<file path="config.mk">
export PLATFORM = sky130hd
export DESIGN_NAME = mppt_incremental_conductance
export DESIGN_NICKNAME = d
export VERILOG_FILES = /design/src/hw/rtl/mppt_ic_pkg.sv /design/src/hw/rtl/mppt_incremental_conductance.sv
export SDC_FILE = /design/constraint.sdc
export NUM_CORES = 2
export LEC_CHECK = 0
export ABC_AREA = 1
export BUFFER_PORTS_ARGS = -buffer_cell sky130_fd_sc_hd__buf_2
export CORE_ASPECT_RATIO = 0.7
export CORE_MARGIN = 5
export CORE_UTILIZATION = 65
export CTS_CLUSTER_SIZE = 16
export DETAILED_ROUTE_END_ITERATION = 8
export PLACE_DENSITY_LB_ADDON = 0.15
export RECOVER_POWER = 50
export SYNTH_ARGS = -nofsm -noshare
export SYNTH_HDL_FRONTEND = slang
export SYNTH_SLANG_ARGS = --single-unit
</file>
<file path="constraint.sdc">
create_clock -name clock -period 16.3 [get_ports clock]
set_clock_uncertainty 0.05 [all_clocks]
set_input_delay 2.445 -clock clock [delete_from_list [all_inputs] [get_ports clock]]
set_output_delay 2.445 -clock clock [all_outputs]
set_load 0.02 [all_outputs]
</file>
<file path="src/hw/rtl/mppt_ic_pkg.sv">
package mppt_ic_pkg;

   // Sample and register widths.
   localparam int SAMPLE_W    = 16;
   localparam int FRAC_BITS   = 16;
   localparam int CD_W        = 24;
   localparam int CSR_INDEX_W = 8;
   localparam int CSR_DATA_W  = CD_W;

   // Datapath widths. The shared multiplier takes a signed A operand wide
   // enough for the conductance band or a signed difference, and a signed
   // B operand wide enough for a product of two samples.
   localparam int DIFF_W = SAMPLE_W + 1;
   localparam int MA_W   = ((CD_W > DIFF_W) ? CD_W : DIFF_W) + 1;
   localparam int MB_W   = 2 * SAMPLE_W + 1;
   localparam int PROD_W = MA_W + MB_W;
   localparam int ACC_W  = 2 * SAMPLE_W + 2;

   // Configuration register indexes.
   localparam logic [CSR_INDEX_W-1:0] CSR_STEP_SIZE   = CSR_INDEX_W'(0);
   localparam logic [CSR_INDEX_W-1:0] CSR_CURRENT_DB  = CSR_INDEX_W'(1);
   localparam logic [CSR_INDEX_W-1:0] CSR_VOLTAGE_DB  = CSR_INDEX_W'(2);
   localparam logic [CSR_INDEX_W-1:0] CSR_CONDUCT_DB  = CSR_INDEX_W'(3);
   localparam logic [CSR_INDEX_W-1:0] CSR_SETPOINT_MAX = CSR_INDEX_W'(4);
   localparam logic [CSR_INDEX_W-1:0] CSR_SETPOINT_MIN = CSR_INDEX_W'(5);

   typedef enum logic [1:0] {
      MOVE_HOLD     = 2'd0,
      MOVE_INCREASE = 2'd1,
      MOVE_DECREASE = 2'd2
   } move_type;

   // Micro-operations carried out by the datapath.
   typedef enum logic [3:0] {
      UOP_NOP,
      UOP_LOAD,
      UOP_ZERO_TEST,
      UOP_MUL_DIV,
      UOP_MUL_IDV,
      UOP_MUL_W,
      UOP_MUL_Q,
      UOP_COMPARE,
      UOP_SMALL,
      UOP_UPDATE
   } uop_type;

   // Jump conditions of the sequencer.
   typedef enum logic [2:0] {
      COND_NEXT,
      COND_GOTO,
      COND_NO_REQ,
      COND_SMALL,
      COND_ZERO_V
   } cond_type;

   localparam int STEP_W = 4;

   localparam logic [STEP_W-1:0] ST_IDLE       = STEP_W'(0);
   localparam logic [STEP_W-1:0] ST_TEST_SMALL = STEP_W'(1);
   localparam logic [STEP_W-1:0] ST_TEST_ZERO  = STEP_W'(2);
   localparam logic [STEP_W-1:0] ST_MUL_DIV    = STEP_W'(3);
   localparam logic [STEP_W-1:0] ST_MUL_IDV    = STEP_W'(4);
   localparam logic [STEP_W-1:0] ST_MUL_W      = STEP_W'(5);
   localparam logic [STEP_W-1:0] ST_MUL_Q      = STEP_W'(6);
   localparam logic [STEP_W-1:0] ST_COMPARE    = STEP_W'(7);
   localparam logic [STEP_W-1:0] ST_SMALL      = STEP_W'(8);
   localparam logic [STEP_W-1:0] ST_UPDATE     = STEP_W'(9);

   typedef struct packed {
      uop_type                uop;
      cond_type               cond;
      logic [STEP_W-1:0]      target;
      logic                   wait_out;
   } ucode_word_type;

   // The microprogram. A word whose condition holds jumps to its target,
   // otherwise the step counter advances by one.
   function automatic ucode_word_type ucode_rom(input logic [STEP_W-1:0] step);
      ucode_word_type w;
      w = '{uop: UOP_NOP, cond: COND_GOTO, target: ST_IDLE, wait_out: 1'b0};
      unique case (step)
         ST_IDLE:       w = '{UOP_LOAD,      COND_NO_REQ, ST_IDLE,     1'b0};
         ST_TEST_SMALL: w = '{UOP_NOP,       COND_SMALL,  ST_SMALL,    1'b0};
         ST_TEST_ZERO:  w = '{UOP_ZERO_TEST, COND_ZERO_V, ST_UPDATE,   1'b0};
         ST_MUL_DIV:    w = '{UOP_MUL_DIV,   COND_NEXT,   ST_IDLE,     1'b0};
         ST_MUL_IDV:    w = '{UOP_MUL_IDV,   COND_NEXT,   ST_IDLE,     1'b0};
         ST_MUL_W:      w = '{UOP_MUL_W,     COND_NEXT,   ST_IDLE,     1'b0};
         ST_MUL_Q:      w = '{UOP_MUL_Q,     COND_NEXT,   ST_IDLE,     1'b0};
         ST_COMPARE:    w = '{UOP_COMPARE,   COND_GOTO,   ST_UPDATE,   1'b0};
         ST_SMALL:      w = '{UOP_SMALL,     COND_NEXT,   ST_IDLE,     1'b0};
         ST_UPDATE:     w = '{UOP_UPDATE,    COND_GOTO,   ST_IDLE,     1'b1};
         default:       w = '{UOP_NOP,       COND_GOTO,   ST_IDLE,     1'b0};
      endcase
      return w;
   endfunction

endpackage

</file>
<file path="src/hw/rtl/mppt_incremental_conductance.sv">
// Incremental-conductance maximum power point tracker. Each request beat
// carries one panel sample (voltage in mV, current in mA); each response
// beat returns the new voltage setpoint, the perturbation that was decided
// (hold, increase or decrease, before clamping) and a flag that is set when
// the conductance test was due but the sample voltage was zero. Control is
// a ten-word microprogram held in a constant table, which steps a small
// datapath built around one shared signed multiplier. A sample whose
// voltage change lies inside the voltage deadband, or whose voltage is
// zero, goes from acceptance to the result register through a test of the
// voltage change, a test for zero voltage or a decision on the current
// change, and the setpoint update. Every other sample goes through both
// tests, four passes through the multiplier, each registered before its
// result is used, a compare and the update. The sequencer returns to its
// idle step on the update cycle. A finished response waits in its output
// register, so the next sample is taken as soon as the sequencer is back
// at its idle step; the sequencer holds its final step only while an
// earlier response is still waiting to be taken. Configuration writes are
// always accepted and should only be issued while no sample is in flight.
module mppt_incremental_conductance
   import mppt_ic_pkg::*;
(
   input  logic                   clock,
   input  logic                   reset,

   input  logic                   req_valid,
   output logic                   req_ready,
   input  logic [SAMPLE_W-1:0]    req_panel_voltage,
   input  logic [SAMPLE_W-1:0]    req_panel_current,

   output logic                   rsp_valid,
   input  logic                   rsp_ready,
   output logic [SAMPLE_W-1:0]    rsp_voltage_setpoint,
   output logic [1:0]             rsp_move,
   output logic                   rsp_zero_voltage,

   input  logic                   csr_valid,
   output logic                   csr_ready,
   input  logic [CSR_INDEX_W-1:0] csr_index,
   input  logic [CSR_DATA_W-1:0]  csr_wdata
);

   // Configuration registers.
   logic [SAMPLE_W-1:0] step_size_ff;
   logic [SAMPLE_W-1:0] current_db_ff;
   logic [SAMPLE_W-1:0] voltage_db_ff;
   logic [CD_W-1:0]     conduct_db_ff;
   logic [SAMPLE_W-1:0] setpoint_max_ff;
   logic [SAMPLE_W-1:0] setpoint_min_ff;

   // Tracker state.
   logic [SAMPLE_W-1:0] last_v_ff;
   logic [SAMPLE_W-1:0] last_i_ff;
   logic [SAMPLE_W-1:0] setpoint_ff, setpoint_in;

   // Sequencer.
   logic [STEP_W-1:0]   step_ff, step_in;
   ucode_word_type      word;
   logic                exec;
   logic                jump;

   // Datapath registers.
   logic [SAMPLE_W-1:0]       v_ff;
   logic [SAMPLE_W-1:0]       i_ff;
   logic signed [DIFF_W-1:0]  dv_ff;
   logic signed [DIFF_W-1:0]  di_ff;
   logic signed [ACC_W-1:0]   acc_ff, acc_in;
   logic signed [PROD_W-1:0]  prod_ff, prod_in;
   move_type                  mv_ff, mv_in;
   logic                      zv_ff, zv_in;

   // Response register.
   logic                rsp_valid_ff, rsp_valid_in;
   logic [SAMPLE_W-1:0] rsp_setpoint_ff;
   move_type            rsp_move_ff;
   logic                rsp_zv_ff;
   logic                out_busy;
   logic                load_beat;
   logic                update_now;

   // Combinational helpers.
   logic [DIFF_W-1:0]        abs_dv;
   logic [SAMPLE_W-1:0]      adv;
   logic                     small_dv;
   logic                     v_zero;
   logic signed [MA_W-1:0]   mul_a;
   logic signed [MB_W-1:0]   mul_b;
   logic signed [PROD_W-1:0] mul_p;
   logic                     acc_neg;
   logic [ACC_W-1:0]         acc_mag;
   logic [PROD_W-1:0]        q_band;
   logic signed [DIFF_W:0]   di_x;
   logic signed [DIFF_W:0]   cb_x;
   logic signed [SAMPLE_W+1:0] sp_sum;
   logic signed [SAMPLE_W+1:0] sp_clamp;
   logic signed [SAMPLE_W+1:0] sp_max_x;
   logic signed [SAMPLE_W+1:0] sp_min_x;
   logic signed [SAMPLE_W+1:0] sp_top_x;

   assign word       = ucode_rom(step_ff);
   assign out_busy   = rsp_valid_ff && !rsp_ready;
   assign exec       = !(word.wait_out && out_busy);
   assign req_ready  = (word.uop == UOP_LOAD);
   assign load_beat  = req_valid && req_ready;
   assign update_now = (word.uop == UOP_UPDATE) && exec;
   assign csr_ready  = 1'b1;

   assign rsp_valid            = rsp_valid_ff;
   assign rsp_voltage_setpoint = rsp_setpoint_ff;
   assign rsp_move             = rsp_move_ff;
   assign rsp_zero_voltage     = rsp_zv_ff;

   // Magnitude of the voltage change; it always fits the sample width.
   assign abs_dv   = dv_ff[DIFF_W-1] ? DIFF_W'(-dv_ff) : DIFF_W'(dv_ff);
   assign adv      = abs_dv[SAMPLE_W-1:0];
   assign small_dv = (dv_ff == '0) || (adv < voltage_db_ff);
   assign v_zero   = (v_ff == '0);

   // Sequencer next step.
   always_comb begin
      unique case (word.cond)
         COND_NEXT:   jump = 1'b0;
         COND_GOTO:   jump = 1'b1;
         COND_NO_REQ: jump = !req_valid;
         COND_SMALL:  jump = small_dv;
         COND_ZERO_V: jump = v_zero;
         default:     jump = 1'b1;
      endcase
      if (!exec) begin
         step_in = step_ff;
      end else if (jump) begin
         step_in = word.target;
      end else begin
         step_in = step_ff + STEP_W'(1);
      end
   end

   // Operand selection for the shared multiplier.
   always_comb begin
      case (word.uop)
         UOP_MUL_DIV: begin
            mul_a = MA_W'(di_ff);
            mul_b = $signed(MB_W'(v_ff));
         end
         UOP_MUL_IDV: begin
            mul_a = MA_W'(dv_ff);
            mul_b = $signed(MB_W'(i_ff));
         end
         UOP_MUL_W: begin
            mul_a = $signed(MA_W'(adv));
            mul_b = $signed(MB_W'(v_ff));
         end
         UOP_MUL_Q: begin
            mul_a = $signed(MA_W'(conduct_db_ff));
            mul_b = $signed(MB_W'(prod_ff[2*SAMPLE_W-1:0]));
         end
         default: begin
            mul_a = '0;
            mul_b = '0;
         end
      endcase
   end

   assign mul_p = mul_a * mul_b;

   // The conductance sum s = dI*V + I*dV, sign-corrected for dV, against the
   // band floor(cd * |dV| * V / 2^F).
   assign acc_neg = acc_ff[ACC_W-1];
   assign acc_mag = acc_neg ? ACC_W'(-acc_ff) : ACC_W'(acc_ff);
   assign q_band  = $unsigned(prod_ff) >> FRAC_BITS;

   assign di_x = (DIFF_W + 1)'(di_ff);
   assign cb_x = $signed((DIFF_W + 1)'(current_db_ff));

   // Setpoint step and clamp: max first, then min, then the sample range.
   assign sp_max_x = $signed((SAMPLE_W + 2)'(setpoint_max_ff));
   assign sp_min_x = $signed((SAMPLE_W + 2)'(setpoint_min_ff));
   assign sp_top_x = $signed((SAMPLE_W + 2)'({SAMPLE_W{1'b1}}));

   always_comb begin
      case (mv_ff)
         MOVE_INCREASE: sp_sum = $signed((SAMPLE_W + 2)'(setpoint_ff))
                                 + $signed((SAMPLE_W + 2)'(step_size_ff));
         MOVE_DECREASE: sp_sum = $signed((SAMPLE_W + 2)'(setpoint_ff))
                                 - $signed((SAMPLE_W + 2)'(step_size_ff));
         default:       sp_sum = $signed((SAMPLE_W + 2)'(setpoint_ff));
      endcase
      if (sp_sum > sp_max_x) begin
         sp_clamp = sp_max_x;
      end else if (sp_sum < sp_min_x) begin
         sp_clamp = sp_min_x;
      end else begin
         sp_clamp = sp_sum;
      end
      if (sp_clamp < 0) begin
         setpoint_in = '0;
      end else if (sp_clamp > sp_top_x) begin
         setpoint_in = {SAMPLE_W{1'b1}};
      end else begin
         setpoint_in = sp_clamp[SAMPLE_W-1:0];
      end
   end

   // Datapath next values.
   always_comb begin
      acc_in  = acc_ff;
      prod_in = prod_ff;
      mv_in   = mv_ff;
      zv_in   = zv_ff;
      case (word.uop)
         UOP_ZERO_TEST: begin
            mv_in = MOVE_HOLD;
            zv_in = v_zero;
         end
         UOP_MUL_DIV: begin
            prod_in = mul_p;
         end
         UOP_MUL_IDV: begin
            acc_in  = ACC_W'(prod_ff);
            prod_in = mul_p;
         end
         UOP_MUL_W: begin
            acc_in  = acc_ff + ACC_W'(prod_ff);
            prod_in = mul_p;
         end
         UOP_MUL_Q: begin
            prod_in = mul_p;
            if (dv_ff[DIFF_W-1]) begin
               acc_in = -acc_ff;
            end
         end
         UOP_COMPARE: begin
            if (PROD_W'(acc_mag) > q_band) begin
               mv_in = acc_neg ? MOVE_DECREASE : MOVE_INCREASE;
            end else begin
               mv_in = MOVE_HOLD;
            end
         end
         UOP_SMALL: begin
            zv_in = 1'b0;
            if (di_x > cb_x) begin
               mv_in = MOVE_INCREASE;
            end else if (di_x < -cb_x) begin
               mv_in = MOVE_DECREASE;
            end else begin
               mv_in = MOVE_HOLD;
            end
         end
         default: begin
         end
      endcase
   end

   always_comb begin
      rsp_valid_in = rsp_valid_ff;
      if (rsp_valid_ff && rsp_ready) begin
         rsp_valid_in = 1'b0;
      end
      if (update_now) begin
         rsp_valid_in = 1'b1;
      end
   end

   // Control and state registers.
   always_ff @(posedge clock) begin
      if (reset) begin
         step_ff         <= ST_IDLE;
         rsp_valid_ff    <= 1'b0;
         step_size_ff    <= SAMPLE_W'(10);
         current_db_ff   <= SAMPLE_W'(5);
         voltage_db_ff   <= SAMPLE_W'(5);
         conduct_db_ff   <= CD_W'(655);
         setpoint_max_ff <= {SAMPLE_W{1'b1}};
         setpoint_min_ff <= '0;
         last_v_ff       <= '0;
         last_i_ff       <= '0;
         setpoint_ff     <= '0;
      end else begin
         step_ff      <= step_in;
         rsp_valid_ff <= rsp_valid_in;
         if (csr_valid && csr_ready) begin
            unique case (csr_index)
               CSR_STEP_SIZE:    step_size_ff    <= csr_wdata[SAMPLE_W-1:0];
               CSR_CURRENT_DB:   current_db_ff   <= csr_wdata[SAMPLE_W-1:0];
               CSR_VOLTAGE_DB:   voltage_db_ff   <= csr_wdata[SAMPLE_W-1:0];
               CSR_CONDUCT_DB:   conduct_db_ff   <= csr_wdata[CD_W-1:0];
               CSR_SETPOINT_MAX: setpoint_max_ff <= csr_wdata[SAMPLE_W-1:0];
               CSR_SETPOINT_MIN: setpoint_min_ff <= csr_wdata[SAMPLE_W-1:0];
               default: begin
               end
            endcase
         end
         if (load_beat) begin
            last_v_ff <= req_panel_voltage;
            last_i_ff <= req_panel_current;
         end
         if (update_now) begin
            setpoint_ff <= setpoint_in;
         end
      end
   end

   // Payload registers.
   always_ff @(posedge clock) begin
      acc_ff  <= acc_in;
      prod_ff <= prod_in;
      mv_ff   <= mv_in;
      zv_ff   <= zv_in;
      if (load_beat) begin
         v_ff  <= req_panel_voltage;
         i_ff  <= req_panel_current;
         dv_ff <= $signed({1'b0, req_panel_voltage}) - $signed({1'b0, last_v_ff});
         di_ff <= $signed({1'b0, req_panel_current}) - $signed({1'b0, last_i_ff});
      end
      if (update_now) begin
         rsp_setpoint_ff <= setpoint_in;
         rsp_move_ff     <= mv_ff;
         rsp_zv_ff       <= zv_ff;
      end
   end

endmodule

</file>
==> results.json <==
{
  "status": "complete, but fails checks",
  "violations": "capacitance limit, slew limit",
  "core_area_sq_um": 76700,
  "num_antenna_cells": 0,
  "peakVddDrop_mv": 0.126,
  "synth_ff_type": "edfxtp_1",
  "dp_hpwl_um": 130000,
  "fp.dieH_um": 243,
  "drive_gt1_frac": 0.0483,
  "final_nets": 7589,
  "fin_util": 0.686,
  "p_per_area_nw_per_um2": 77.3,
  "yosysMostFrequentCell": "inv_1",
  "synthCells": 6402,
  "yosys-top-cells-area": "fa_1 28%, ha_1 11%, edfxtp_1 11%",
  "avgSynthCellArea_sq_um": 7.84,
  "fin_crit_sh": 0.758,
  "synth-warning-count": 0,
  "finalSetupViolCount": 0,
  "synth-edff-count": 180,
  "rsz0062_at_grt": "no",
  "io_buffers": 89,
  "ant_nets": 0,
  "rr_worst_depth": 36,
  "crit_slowest_cell": "clkbuf_1",
  "cts_buffer_depth": 3,
  "hold_viol_final": 0,
  "routed_wl_um": 165000,
  "cts_tree": "yes",
  "cts_buffers": 38,
  "crit_family": "buffers and inverters",
  "routedWlPerCell_um": 22.2,
  "setup_tns_ps": 0,
  "firstDrtPassIters": 8,
  "grt_pass1_wl_um": 254000,
  "critPathMaxStageDelay_ps": 1770,
  "hold_end": "last_i_ff[8]$_SDFFE_PP0P_",
  "place_congestion": 1.04,
  "clk_pin_slew_ps": 70,
  "p_leak_nw": 26.7,
  "worstSetupEndpointType": "register",
  "slew_violations": 362,
  "whs_path_depth": 2,
  "synth_top_area_frac": 0.276,
  "holdBufCountCts": 0,
  "required_ps": 16600,
  "cts.sinks": 347,
  "synth_top_area_cell": "fa_1",
  "reg2reg_from": "word[11]$_SDFF_PP0_",
  "vias_per_cell": 5.89,
  "critPathKind": "register to register",
  "hp-class": "register to register",
  "grtUsageTotal": 0.399,
  "drv_cap": 7,
  "relSlewSlack": -1.46,
  "cts_resized": 0,
  "worst_pin_slew_ps": 3690,
  "synth_seq_area_share": 0.174,
  "synthTopCellsByCount": "1433 x inv_1, 1106 x nand2_1, 692 x fa_1",
  "async_flop_share": 0,
  "grt_pass1_vias": 42567,
  "final.min_clock_period_ps": 12360,
  "synth_cell_types": 69,
  "htreeDepth": 2,
  "cpMostUsedCell": "inv_1",
  "num_io_pins": 91,
  "fp-row-count": 85,
  "cp_max_fo": 53,
  "cts_root_buffer": "clkbuf_16",
  "dieWidth_um": 342,
  "path_buf_inv": 13,
  "critPathArrivalTime_ps": 12660,
  "synth_fp_nets": 7609,
  "overflow": 0,
  "r2r-end": "prod_ff[48]$_DFFE_PN_",
  "syn_to_final_growth_pct": 4.81,
  "hold_path.startpoint": "last_i_ff[8]$_SDFFE_PP0P_",
  "grt_max_degree": 79,
  "first_iter_violations": 5687,
  "syn_area_sq_um": 50200,
  "cts_setup_buffers": 0,
  "r2r_setup_slack_ps": 3940,
  "synth_seq_cells": 347,
  "drcViolationCount": 0,
  "dieArea_sq_um": 83000,
  "vias": 43888,
  "clk_latency_ps": 590,
  "max_freq_mhz": 80.9,
  "antenna_found_initial": 1,
  "start_kind": "register",
  "start_util": 0.655
}
-- routing by layer --
metal  wire length, um  GRT usage  up-vias
met5                 7          0        -
met4              4780     0.0866        2
met3             28000      0.161      333
met2             63100      0.533     2950
met1             69400      0.608    20880
li1                  -          -    19723
-- through the flow --
stage / setup WS, ps / instance area [sq um] / total power [mW] / hold WS (ps) / instances
final: 3940 / 52600 / 4.07 / 405 / 7456
after global routing: 3350 / 52600 / 4.29 / 424 / 7456
after CTS: 6850 / 52700 / 3.99 / 410 / 7456
after detailed placement: 6870 / 51400 / 3.07 / 401 / 7386
after global placement: 6990 / 51400 / 3.03 / 393 / 7386
after floorplan: 9060 / 50200 / 2.47 / 350 / 6402
-- power by group --
group          leakage, nW  total [mW]  switching, mW  internal (mW)
Clock                0.630       0.919          0.408          0.510
Sequential            3.04        1.27          0.136           1.13
Combinational         23.0        1.88           1.32          0.556
-- cell families after synthesis --
kind of cell / count (synthesis) / synth area share
adder cells (fa/ha/maj): 1138 / 0.387
XOR/XNOR: 128 / 0.0223
AO/OA/AOI/OAI: 892 / 0.100
buffers and inverters: 1690 / 0.131
AND/OR/NAND/NOR: 2206 / 0.185
flip-flops: 347 / 0.174
other: 1 / 0.0000747
-- tightest hold or removal path, cell delays in order (launching register included) --
cell and delay [ps]:
dfxtp_1 290, inv_1 60, a21oi_1 50
-- how the worst max path moves through the flow --
stage / from / cells after the start / endpoint
2_1_floorplan: dv_ff[0]$_DFFE_PP_ / 37 / prod_ff[44]$_DFFE_PN_
3_3_place_gp: word[11]$_SDFF_PP0_ / 36 / prod_ff[48]$_DFFE_PN_
3_5_place_dp: word[8]$_DFF_P_ / 32 / prod_ff[48]$_DFFE_PN_
4_1_cts: word[8]$_DFF_P_ / 32 / prod_ff[48]$_DFFE_PN_
5_1_grt: word[11]$_SDFF_PP0_ / 36 / prod_ff[48]$_DFFE_PN_
6_report: word[11]$_SDFF_PP0_ / 36 / prod_ff[48]$_DFFE_PN_
-- cell usage in the layout, fill, tap and decap left out, types with 15 or more instances in the layout --
cell type / instances
o21ai_0: 310
or2_2: 20
nand2_1: 1108
nand3_1: 181
inv_1: 1433
o21bai_1: 16
buf_4: 54
inv_2: 30
clkbuf_1: 66
nor4_1: 28
o221ai_1: 20
ha_1: 446
a21o_1: 18
nand4_1: 52
nand2_2: 27
nor2_1: 680
edfxtp_1: 180
fa_1: 692
clkbuf_16: 38
a31oi_1: 22
o211ai_1: 42
dfxtp_1: 167
xnor2_1: 29
a221oi_1: 15
nor2_2: 22
a21oi_1: 365
buf_2: 39
nor3_1: 35
xor2_1: 99
-- final cells by class --
| cell class | instances | area, sq um |
|---|---|---|
| Fill cell | 6584 | 24100 |
| Sequential cell | 347 | 8750 |
| Clock inverter | 24 | 290 |
| Multi-Input combinational cell | 4365 | 34900 |
| Timing Repair Buffer | 152 | 822 |
| Inverter | 1478 | 5550 |
| Clock buffer | 46 | 991 |
| Tap cell | 1044 | 1310 |
-- registers in the layout (all words and copies together) (netlist names), 2 cells and up --
register / count
rsp_voltage_setpoint: 16
step_size_ff: 16
current_db_ff: 16
last_v_ff: 16
voltage_db_ff: 16
conduct_db_ff: 24
dv_ff: 17
prod_ff: 58
word: 10
last_i_ff: 16
v_ff: 16
setpoint_ff: 16
rsp_move: 2
acc_ff: 34
di_ff: 17
step_ff: 4
setpoint_max_ff: 16
mv_ff: 2
setpoint_min_ff: 16
i_ff: 16
Power figures use the tool's default switching activity.
